## src/gcsc_ram.sv

```systemverilog
// Generic synchronous RAM: one write port, one read port with registered, read-first data.
module gcsc_ram #(
	parameter int W = 8,
	parameter int D = 16,
	localparam int AW = (D > 1) ? $clog2(D) : 1
) (
	input  logic          clk,
	input  logic          we,
	input  logic [AW-1:0] waddr,
	input  logic [W-1:0]  wdata,
	input  logic [AW-1:0] raddr,
	output logic [W-1:0]  rdata
);

	logic [W-1:0] mem [D];

	// Write and read; a read of the written entry returns the old data
	always_ff @(posedge clk) begin
		if (we) begin
			mem[waddr] <= wdata;
		end
		rdata <= mem[raddr];
	end

endmodule
```

## config.mk

```make
export PLATFORM = sky130hd
export DESIGN_NAME = gcsc_ram
export DESIGN_NICKNAME = d
export VERILOG_FILES = /design/src/gcsc_ram.sv
export SDC_FILE = /design/constraint.sdc
export NUM_CORES = 1
export LEC_CHECK = 0
export ABC_AREA = 1
export BUFFER_PORTS_ARGS = -buffer_cell sky130_fd_sc_hd__buf_2
export CAP_MARGIN = 20
export CORE_ASPECT_RATIO = 1.5
export CORE_UTILIZATION = 46
export DETAILED_ROUTE_END_ITERATION = 12
export GPL_TIMING_DRIVEN = 1
export HOLD_SLACK_MARGIN = 0.03
export SYNTH_ARGS = -nofsm -noshare
export SYNTH_HDL_FRONTEND = slang
export SYNTH_SLANG_ARGS = --single-unit
```

## constraint.sdc

```tcl
create_clock -name clk -period 1.63 [get_ports clk]
set_input_delay 0.326 -clock clk [delete_from_list [all_inputs] [get_ports clk]]
set_output_delay 0.326 -clock clk [all_outputs]
set_load 0.02 [all_outputs]
```

## After elaboration in Yosys (flattened, before gate mapping)

Memory sizes are Yosys's and may differ from the RTL's. A register that Yosys moved wholly into a read port is not among the register bits.
Index checks and enable logic that the tools add are counted.

| operators by class | value |
|---|---|
| muxes and demuxes | 2 |
| shift operators | 0 |
| bitwise operators | 0 |
| order comparisons | 0 |
| reductions and logical operators | 0 |
| divide/modulo/power cells | 0 |
| $mul | 0 |
| eq/ne operators | 0 |
| add/subtract/negate cells | 0 |

Operator list:

| kind | number |
|---|---|
| $mux W1 | 2 |

| storage, ports and cells | value |
|---|---|
| output and inout port bits | 8 |
| logic and storage cells | 3 |
| bits in registers | 0 |
| memory bits (read-only) | 0 |
| memories kept | 1 |
| input bits | 18 |
| bits in latches | 0 |
| bits in writable memories | 128 |

Memories:

| name | depth | width | rd ports | clocked after Yosys merged registers in | wr ports | RTL line | RTL |
|---|---|---|---|---|---|---|---|
| mem | 16 | 8 | 1 | 1 | 1 | 15 | `logic [W-1:0] mem [D];` |

## Longest topological paths before layout

Gate-level depths: netlist of the first run.

| logic depth | value |
|---|---|
| depth in word-level cells | 2 |
| gate-level depth with buffers | 8 |
| depth with buffers taken out | 7 |

## Worst setup path before layout of the first run

OpenSTA, ideal clock, no wires.

| timing | value |
|---|---|
| path type | input-to-reg |
| from | input waddr[2] |
| to | memory mem[10][0], enable pin |
| stages | 2 |
| path buffers | 0 |
| data required time | 1.260 ns |
| library setup time | 0.370 ns |
| arrival | 0.907 ns |
| setup slack | 0.353 ns |
| cell sequence | nand3b_1 -> nor2_1 |

RTL lines:

| element | RTL line | RTL |
|---|---|---|
| from (decl) | 9 | `input logic [AW-1:0] waddr,` |
| to (decl) | 15 |  |

No word-level cell before the write port.

## Worst setup path in the final report of the first run

| timing | value |
|---|---|
| from | register rdata[6], read port of mem |
| to | output rdata[6] |

RTL lines:

| element | RTL line | RTL |
|---|---|---|
| from (decl) | 12 | `output logic [W-1:0] rdata` |

No word-level cell between the ends.

==> results.sh, run 1 <==
export IMPL_status="finished clean"
export IMPL_clock_latency_ns=0.42
export IMPL_post_route_min_period_ns=1.291
export IMPL_p_total_mw=8.359
export IMPL_die_y_um=139.1
export IMPL_syn_area_mm2=0.005767
export IMPL_rrSetupSlack_ns=0.56
export IMPL_synth_distinct_cells=12
export IMPL_seqCellArea_mm2=0.004004
export IMPL_use_met1=0.2583
export IMPL_coreArea_mm2=0.01208
export IMPL_gp_congestion=0.7832
export IMPL_cts_setup_buffers=0
export IMPL_ir_drop_v=0.0007743
export IMPL_startpoint_type="register"
export IMPL_die_area_mm2=0.01300
export IMPL_cp_top_family="flip-flops"
export IMPL_numCtsBuffers=17
export IMPL_syn_nets=569
export IMPL_setup_viol=0
export IMPL_rows=49
export IMPL_post_cts_resized=0
export IMPL_grt_max_degree=65
export IMPL_tns_ns=0
export IMPL_drt_pass1_iterations=6
export IMPL_crit_arrival_ns=0.97
export IMPL_holdCritStartpoint="raddr[3]"
export IMPL_path_class="register to output port"
export IMPL_max_freq_mhz=774.3
export IMPL_crit_buf_inv=1
export IMPL_relSlewSlack=0.5820
export IMPL_worst_pin_slew_ns=0.6261
export IMPL_rsz0062_at_grt="false"
export IMPL_p_leak_nw=2.942
export IMPL_grtUsageMet3=0.04605
export IMPL_antenna_found_initial=0
export IMPL_hold_worst_slack_ns=0.2670
export IMPL_slew_violations=0
export IMPL_track_usage=0.2158
export IMPL_postSynthCellCount=551
export IMPL_cts_buffer_depth=2
export IMPL_viasPerCell=5.004
export IMPL_grt_first_pass_wirelength_um=19850
export IMPL_diodes=0
export IMPL_yosysWarnings=0
export IMPL_clock_sinks=136
export IMPL_hpwl_um=8126
export IMPL_worstPathMaxFanout=1
export IMPL_cp_data_required_time_ns=1.30
export IMPL_yosysSeqAreaShare=0.6943
export IMPL_ys_seq_elements=136
export IMPL_die_w_um=93.42
export IMPL_endpoint_kind="output port"
export IMPL_areaGrowthSynthToFinish_pct=16.86
export IMPL_layout_nets=611
export IMPL_multi_input_comb_area_mm2=0.001214
export IMPL_path_cells="buf_2"
export IMPL_postSynthAreaPerCell_um2=10.47
export IMPL_grt_pass1_vias=3695
export IMPL_postCtsHoldBufs=0
export IMPL_power_density_mw_per_mm2=1240
export IMPL_fill_cells=1048
export IMPL_hp_class="input port to register"
export IMPL_post_drt_wl_per_cell_um=16.79
export IMPL_portBuffers=25
export IMPL_num_io_pins=26
export IMPL_clock_skew_ns=0.01347
export IMPL_drive_above_1_share=0.1271
export IMPL_ant_nets=0
export IMPL_wl_um=12750
export IMPL_slowest_stage="dfxtp_1"
export IMPL_crit_start="rdata[6]$_DFF_P_"
export IMPL_drt_iter0_markers=243
export IMPL_gr_max_usage_layer="met2"
export IMPL_hold_viol_final=0
export IMPL_reg2reg_from="mem[7][3]$_DFFE_PP_"
export IMPL_start_util=0.4775
export IMPL_drc=0
export IMPL_cap_viol_max_count=0
export IMPL_overflow=0
export IMPL_grt_util_met2=0.3541
export IMPL_cpPeakStageDelay_ns=0.36
export IMPL_vias=3798
export IMPL_htree_levels=4
export IMPL_clk_pin_slew_ns=0.05
export IMPL_clockRootBuffer="clkbuf_16"
export IMPL_cts_tree="yes"
export IMPL_fin_crit_sh=0.7923
[synth_stat cells]
master / n / area share
buf_6: 6 / 0.012
nor2_1: 17 / 0.011
buf_2: 13 / 0.011
buf_4: 4 / 0.0052
inv_1: 100 / 0.065
nand3_1: 97 / 0.084
inv_2: 2 / 0.0013
nand2_1: 173 / 0.11
dfxtp_1: 8 / 0.028
buf_1: 1 / 0.00065
edfxtp_1: 128 / 0.67
nand3b_1: 2 / 0.0026
[cell type report]
class	instances	area share
inverters	102	0.05681
clock buffers	24	0.07445
flip-flops and latches	136	0.5941
multi-input cells	289	0.1801
repair buffers	47	0.04864
well taps	153	0.02841
clock inverters	8	0.01745
[layout by cell type, fill, tap and decap left out]
| cell type | Yosys | layout |
|---|---|---|
| clkbuf_1 | 0 | 2 |
| clkinvlp_4 | 0 | 2 |
| buf_4 | 4 | 19 |
| inv_2 | 2 | 2 |
| bufinv_16 | 0 | 3 |
| edfxtp_1 | 128 | 128 |
| nand3_1 | 97 | 97 |
| nand3b_1 | 2 | 2 |
| nor2_1 | 17 | 17 |
| clkbuf_16 | 0 | 17 |
| clkinv_2 | 0 | 1 |
| buf_12 | 0 | 3 |
| clkbuf_8 | 0 | 5 |
| clkinv_1 | 0 | 2 |
| dfxtp_1 | 8 | 8 |
| inv_1 | 100 | 100 |
| buf_2 | 13 | 25 |
| nand2_1 | 173 | 173 |
[through the flow]
stage,cell area [µm²],util,std cells,worst slack [ns]
6_report,6739,0.5580,759,0.3386
5_1_grt,6739,0.5580,759,0.3050
4_1_cts,6739,0.5580,759,0.3086
3_5_place_dp,6120,0.5067,727,0.09551
3_3_place_gp,6120,0.5067,727,0.1392
2_1_floorplan,5767,-,551,0.3532
[flip-flops by register name (all words and copies together) (netlist names)]
name and flops:
mem 128, rdata 8
[metal layers]
metal / vias to the layer above / part of all wire
met5: - / 0
met4: 0 / 0.041
met3: 27 / 0.039
met2: 100 / 0.51
met1: 1812 / 0.41
li1: 1859 / -
[final timing paths]
check,endpoint,cells past startpoint
worst max-delay path,rdata[6],1
worst min-delay path,rdata[4]$_DFF_P_,3
worst max register to register,rdata[3]$_DFF_P_,6
worst min register to register,rdata[6]$_DFF_P_,6
[cell families (layout without fill, tap and decap cells)]
kind of cell	Yosys count	after routing	synth area share
buffers and inverters	126	181	0.09525
flip-flops	136	136	0.6943
AND/OR/NAND/NOR	289	289	0.2105
[power by group]
| group | internal (mW) | switching (mW) |
|---|---|---|
| Sequential | 3.91 | 0.0254 |
| Clock | 2.59 | 1.32 |
| Combinational | 0.147 | 0.356 |
[worst register-to-register path, stage by stage, from the launching register on]
cell	delay (ns)
edfxtp_1	0.35
inv_1	0.06
nand2_1	0.04
nand3_1	0.11
nand3_1	0.17
nand3_1	0.17
nand2_1	0.07
Power figures use the tool's default switching activity.
==> run 2, diff against run 1 <==
==> constraint.sdc (replaced) <==
create_clock -name clk -period 1.25 [get_ports clk]
set_input_delay 0.25 -clock clk [delete_from_list [all_inputs] [get_ports clk]]
set_output_delay 0.25 -clock clk [all_outputs]
set_load 0.02 [all_outputs]
==> run 2 against run 1 <==
Against the previous run:
- wire length barely moved
- total power is 28% higher
- clock-buffer cell count is 7 lower
- non-clock buffer count rose by 7
- clock skew down 0.0067 ns
- utilization rose by 0.34 points
- via count fell by 0.32%
- critical path type unchanged
- largest cell class unchanged
==> results.sh, run 2 (synthesis gave the netlist of run 1 again) <==
export IMPL_cp_data_required_time_ns=1.00
export IMPL_p_leak_nw=2.958
export IMPL_grt_max_degree=37
export IMPL_hold_viol_final=0
export IMPL_drt_pass1_iterations=6
export IMPL_grt_first_pass_wirelength_um=20310
export IMPL_status="finished clean"
export IMPL_post_route_min_period_ns=1.187
export IMPL_cap_viol_max_count=0
export IMPL_path_cells="buf_2"
export IMPL_setup_viol=0
export IMPL_num_io_pins=26
export IMPL_diodes=0
export IMPL_areaGrowthSynthToFinish_pct=17.57
export IMPL_track_usage=0.2184
export IMPL_dp_slack_ns=-0.09548
export IMPL_viasPerCell=4.949
export IMPL_seqCellArea_mm2=0.004004
export IMPL_largest_register_ffs=128
export IMPL_slew_violations=0
export IMPL_coreArea_mm2=0.01208
export IMPL_layout_common_cells="nand2_1 (173), edfxtp_1 (128), inv_1 (100)"
export IMPL_combinationalPowerShare=0.064
export IMPL_die_y_um=139.1
export IMPL_regMostFlops="mem"
export IMPL_postCtsHoldBufs=0
export IMPL_start_util=0.4775
export IMPL_stdcell_count=765
export IMPL_endpoint_kind="output port"
export IMPL_multi_input_comb_area_mm2=0.001214
export IMPL_die_area_mm2=0.01300
export IMPL_hp_class="input port to register"
export IMPL_p_seq_frac=0.478
export IMPL_worst_pin_slew_ns=0.4086
export IMPL_startpoint_type="register"
export IMPL_clk_pin_slew_ns=0.06
export IMPL_crit_buf_inv=1
export IMPL_fin_crit_sh=0.9499
export IMPL_gp_congestion=0.8595
export IMPL_max_freq_mhz=842.2
export IMPL_clock_skew_ns=0.006739
export IMPL_cts_setup_buffers=0
export IMPL_p_total_mw=10.73
export IMPL_wl_um=12750
export IMPL_cpPeakStageDelay_ns=0.34
export IMPL_final_util=0.5614
export IMPL_internal_power_mw=8.409
export IMPL_crit_start="rdata[6]$_DFF_P_"
export IMPL_rsz0062_at_grt="false"
export IMPL_htree_levels=4
export IMPL_drc=0
export IMPL_layout_nets=618
export IMPL_overflow=0
export IMPL_portBuffers=25
export IMPL_ant_nets=0
export IMPL_clock_latency_ns=0.41
export IMPL_reg2reg_from="mem[1][1]$_DFFE_PP_"
export IMPL_clock_sinks=136
export IMPL_relSlewSlack=0.7276
export IMPL_clockRootBuffer="clkbuf_16"
export IMPL_worstPathMaxFanout=1
export IMPL_die_w_um=93.42
export IMPL_cp_top_family="flip-flops"
export IMPL_post_cts_resized=0
export IMPL_rows=49
export IMPL_setup_slack_ns=0.06266
export IMPL_holdCritStartpoint="raddr[3]"
export IMPL_slowest_stage="dfxtp_1"
export IMPL_place_inst=734
export IMPL_drt_iter0_markers=185
export IMPL_grt_pass1_vias=3699
export IMPL_crit_arrival_ns=0.94
export IMPL_reg_largest_list="mem: 128 flops, rdata: 8 flops"
export IMPL_vias=3786
export IMPL_ir_drop_v=0.001011
export IMPL_swShare=0.2161
export IMPL_drive_above_1_share=0.1356
export IMPL_worstRegToRegCells=6
export IMPL_post_drt_wl_per_cell_um=16.67
export IMPL_power_density_mw_per_mm2=1582
export IMPL_path_class="register to output port"
export IMPL_mostFrequentLayoutCell="nand2_1"
export IMPL_crit_cells=1
export IMPL_numCtsBuffers=17
export IMPL_cts_buffer_depth=2
export IMPL_cts_tree="yes"
export IMPL_hold_depth=3
export IMPL_p_sw_mw=2.318
export IMPL_fill_cells=1041
export IMPL_clkPwrFrac=0.458
export IMPL_hpwl_um=8389
export IMPL_antenna_found_initial=0
==> run 2: area by class of cell <==
class	count	area share
Clock buffer	17	0.06274
Clock inverter	14	0.02325
Inverter	102	0.05647
Multi-Input combinational cell	289	0.1790
Sequential cell	136	0.5905
Tap cell	153	0.02823
Timing Repair Buffer	54	0.05979
==> run 2: per-stage QoR <==
stage          hold slack (ns)  TNS [ns]  cell area (µm²)
6_report                0.1777         0             6780
5_1_grt                 0.1859         0             6780
2_1_floorplan           0.3489         0             5767
3_5_place_dp            0.6058   -0.5445             6197
3_3_place_gp            0.5994   -0.6676             6197
4_1_cts                 0.1656         0             6780
==> run 2: metal layers <==
layer	track usage	wire [µm]
met4	0.08178	283
met1	0.2696	5186
met5	0	0
met3	0.05537	696
met2	0.3665	6583
==> run 2: final timing paths <==
path	endpoint	slack (ns)
worst max-delay path	rdata[6]	0.06
worst min-delay path	rdata[4]$_DFF_P_	0.18
worst max register to register	rdata[1]$_DFF_P_	0.24
worst min register to register	rdata[2]$_DFF_P_	0.65
==> run 2: power by group through the flow <==
stage,logic (mW),clock network [mW],registers (mW)
floorplan,0.360,0,5.25
global placement,0.683,0,5.22
detailed placement,0.690,0,5.22
CTS,0.693,4.96,5.13
global route,0.756,5.16,5.14
finish,0.682,4.92,5.13
==> run 3, diff against run 2 <==
==> constraint.sdc (replaced) <==
create_clock -name clk -period 1.4 [get_ports clk]
set_input_delay 0.28 -clock clk [delete_from_list [all_inputs] [get_ports clk]]
set_output_delay 0.28 -clock clk [all_outputs]
set_load 0.02 [all_outputs]
==> run 3 against run 2 <==
Against the previous run:
- global-route usage shrank 0.17 points
- sequential power shrank 11%
- utilization grew 0.19 points
- combinational power shrank 11%
- die area is the same
- cell area grew 0.33%
- sequential share of layout area shrank 0.20 points
- critical path depth is the same
- via count grew 0.40%
- setup slack gained 0.13 ns
- non-clock buffer count shrank 2
- clock skew grew 0.00061 ns
- highest routed layer unchanged
==> results.sh, run 3 (synthesis gave the netlist of run 1 again) <==
export IMPL_placed_area_mm2=0.006170
export IMPL_num_io_pins=26
export IMPL_clock_sinks=136
export IMPL_topRoutingLayerUsed="met4"
export IMPL_clock_skew_ns=0.007352
export IMPL_die_y_um=139.1
export IMPL_regMostFlops="mem"
export IMPL_diodes=0
export IMPL_die_w_um=93.42
export IMPL_fin_crit_sh=0.8635
export IMPL_areaGrowthSynthToFinish_pct=17.96
export IMPL_worst_pin_slew_ns=0.4147
export IMPL_numCtsBuffers=17
export IMPL_path_cells="buf_2"
export IMPL_postCtsHoldBufs=0
export IMPL_cts_buffer_depth=2
export IMPL_vias=3801
export IMPL_drive_above_1_share=0.1361
export IMPL_overflow=0
export IMPL_fill_cells=1009
export IMPL_start_util=0.4775
export IMPL_crit_buf_inv=1
export IMPL_rsz0062_at_grt="false"
export IMPL_die_area_mm2=0.01300
export IMPL_grt_first_pass_wirelength_um=19980
export IMPL_layout_common_cells="nand2_1 (173), edfxtp_1 (128), inv_1 (100)"
export IMPL_drc=0
export IMPL_m1WireLength_um=5217
export IMPL_worstPathMaxFanout=1
export IMPL_final_util=0.5632
export IMPL_crit_arrival_ns=0.93
export IMPL_cpPeakStageDelay_ns=0.34
export IMPL_antenna_found_initial=0
export IMPL_post_route_min_period_ns=1.209
export IMPL_final_cell_area_mm2=0.006803
export IMPL_p_total_mw=9.942
export IMPL_tns_ns=0
export IMPL_startpoint_type="register"
export IMPL_drt_iter0_markers=241
export IMPL_ir_drop_v=0.001259
export IMPL_rows=49
export IMPL_mostFrequentLayoutCell="nand2_1"
export IMPL_hpwl_um=8293
export IMPL_gp_congestion=0.7979
export IMPL_clock_latency_ns=0.42
export IMPL_cp_top_family="flip-flops"
export IMPL_slew_violations=0
export IMPL_layout_nets=616
export IMPL_reg_largest_list="mem: 128 flops, rdata: 8 flops"
export IMPL_cp_data_required_time_ns=1.12
export IMPL_status="finished clean"
export IMPL_coreArea_mm2=0.01208
export IMPL_dr_wl_met3_um=487
export IMPL_hold_worst_slack_ns=0.2136
export IMPL_met2_length_um=6743
export IMPL_viasPerCell=4.982
export IMPL_clk_pin_slew_ns=0.06
export IMPL_drt_pass1_iterations=4
export IMPL_cap_viol_max_count=0
export IMPL_setup_viol=0
export IMPL_power_density_mw_per_mm2=1461
export IMPL_relSlewSlack=0.7236
export IMPL_cts_setup_buffers=0
export IMPL_grt_max_degree=34
export IMPL_path_class="register to output port"
export IMPL_ant_nets=0
export IMPL_clockRootBuffer="clkbuf_16"
export IMPL_portBuffers=25
export IMPL_wl_um=12820
export IMPL_post_drt_wl_per_cell_um=16.80
export IMPL_hp_class="input port to register"
export IMPL_post_cts_resized=0
export IMPL_track_usage=0.2167
export IMPL_max_freq_mhz=827.2
export IMPL_cts_tree="yes"
export IMPL_largest_register_ffs=128
export IMPL_endpoint_kind="output port"
export IMPL_p_leak_nw=2.972
export IMPL_slowest_stage="dfxtp_1"
export IMPL_htree_levels=4
export IMPL_hold_viol_final=0
export IMPL_grt_pass1_vias=3842
-- run 3: where the power goes --
part	internal (mW)	switching (mW)	total [mW]
Clock	3.14	1.62	4.75
Sequential	4.55	0.0302	4.58
Combinational	0.185	0.420	0.605
-- run 3: layout make-up --
type                            count  area [µm²]  area share
Clock buffer                       18       429.2     0.06309
Sequential cell                   136        4004      0.5886
Clock inverter                     13       203.9     0.02998
Tap cell                          153       191.4     0.02814
Multi-Input combinational cell    289        1214      0.1784
Timing Repair Buffer               52       377.9     0.05555
Inverter                          102       382.9     0.05628
-- run 3: per-layer routing --
metal  track usage  up-vias
met5             0        -
met4       0.09555        0
met3       0.05537       26
met2        0.3793      100
met1        0.2458     1808
li1              -     1867
-- run 3: path summary, 6_finish.rpt --
check | from | endpoint | slack (ns) | cells after the start
worst min register to register | mem[12][1]$_DFFE_PP_ | rdata[1]$_DFF_P_ | 0.65 | 6
worst min-delay path | raddr[3] | rdata[1]$_DFF_P_ | 0.21 | 3
worst max-delay path | rdata[0]$_DFF_P_ | rdata[0] | 0.19 | 1
worst max register to register | mem[1][1]$_DFFE_PP_ | rdata[1]$_DFF_P_ | 0.40 | 6
-- run 3: through the flow --
stage	setup slack (ns)	std cells
3_3_place_gp	-0.01620	732
2_1_floorplan	0.1692	551
3_5_place_dp	-0.05793	732
6_report	0.1911	763
4_1_cts	0.1675	763
5_1_grt	0.1573	763
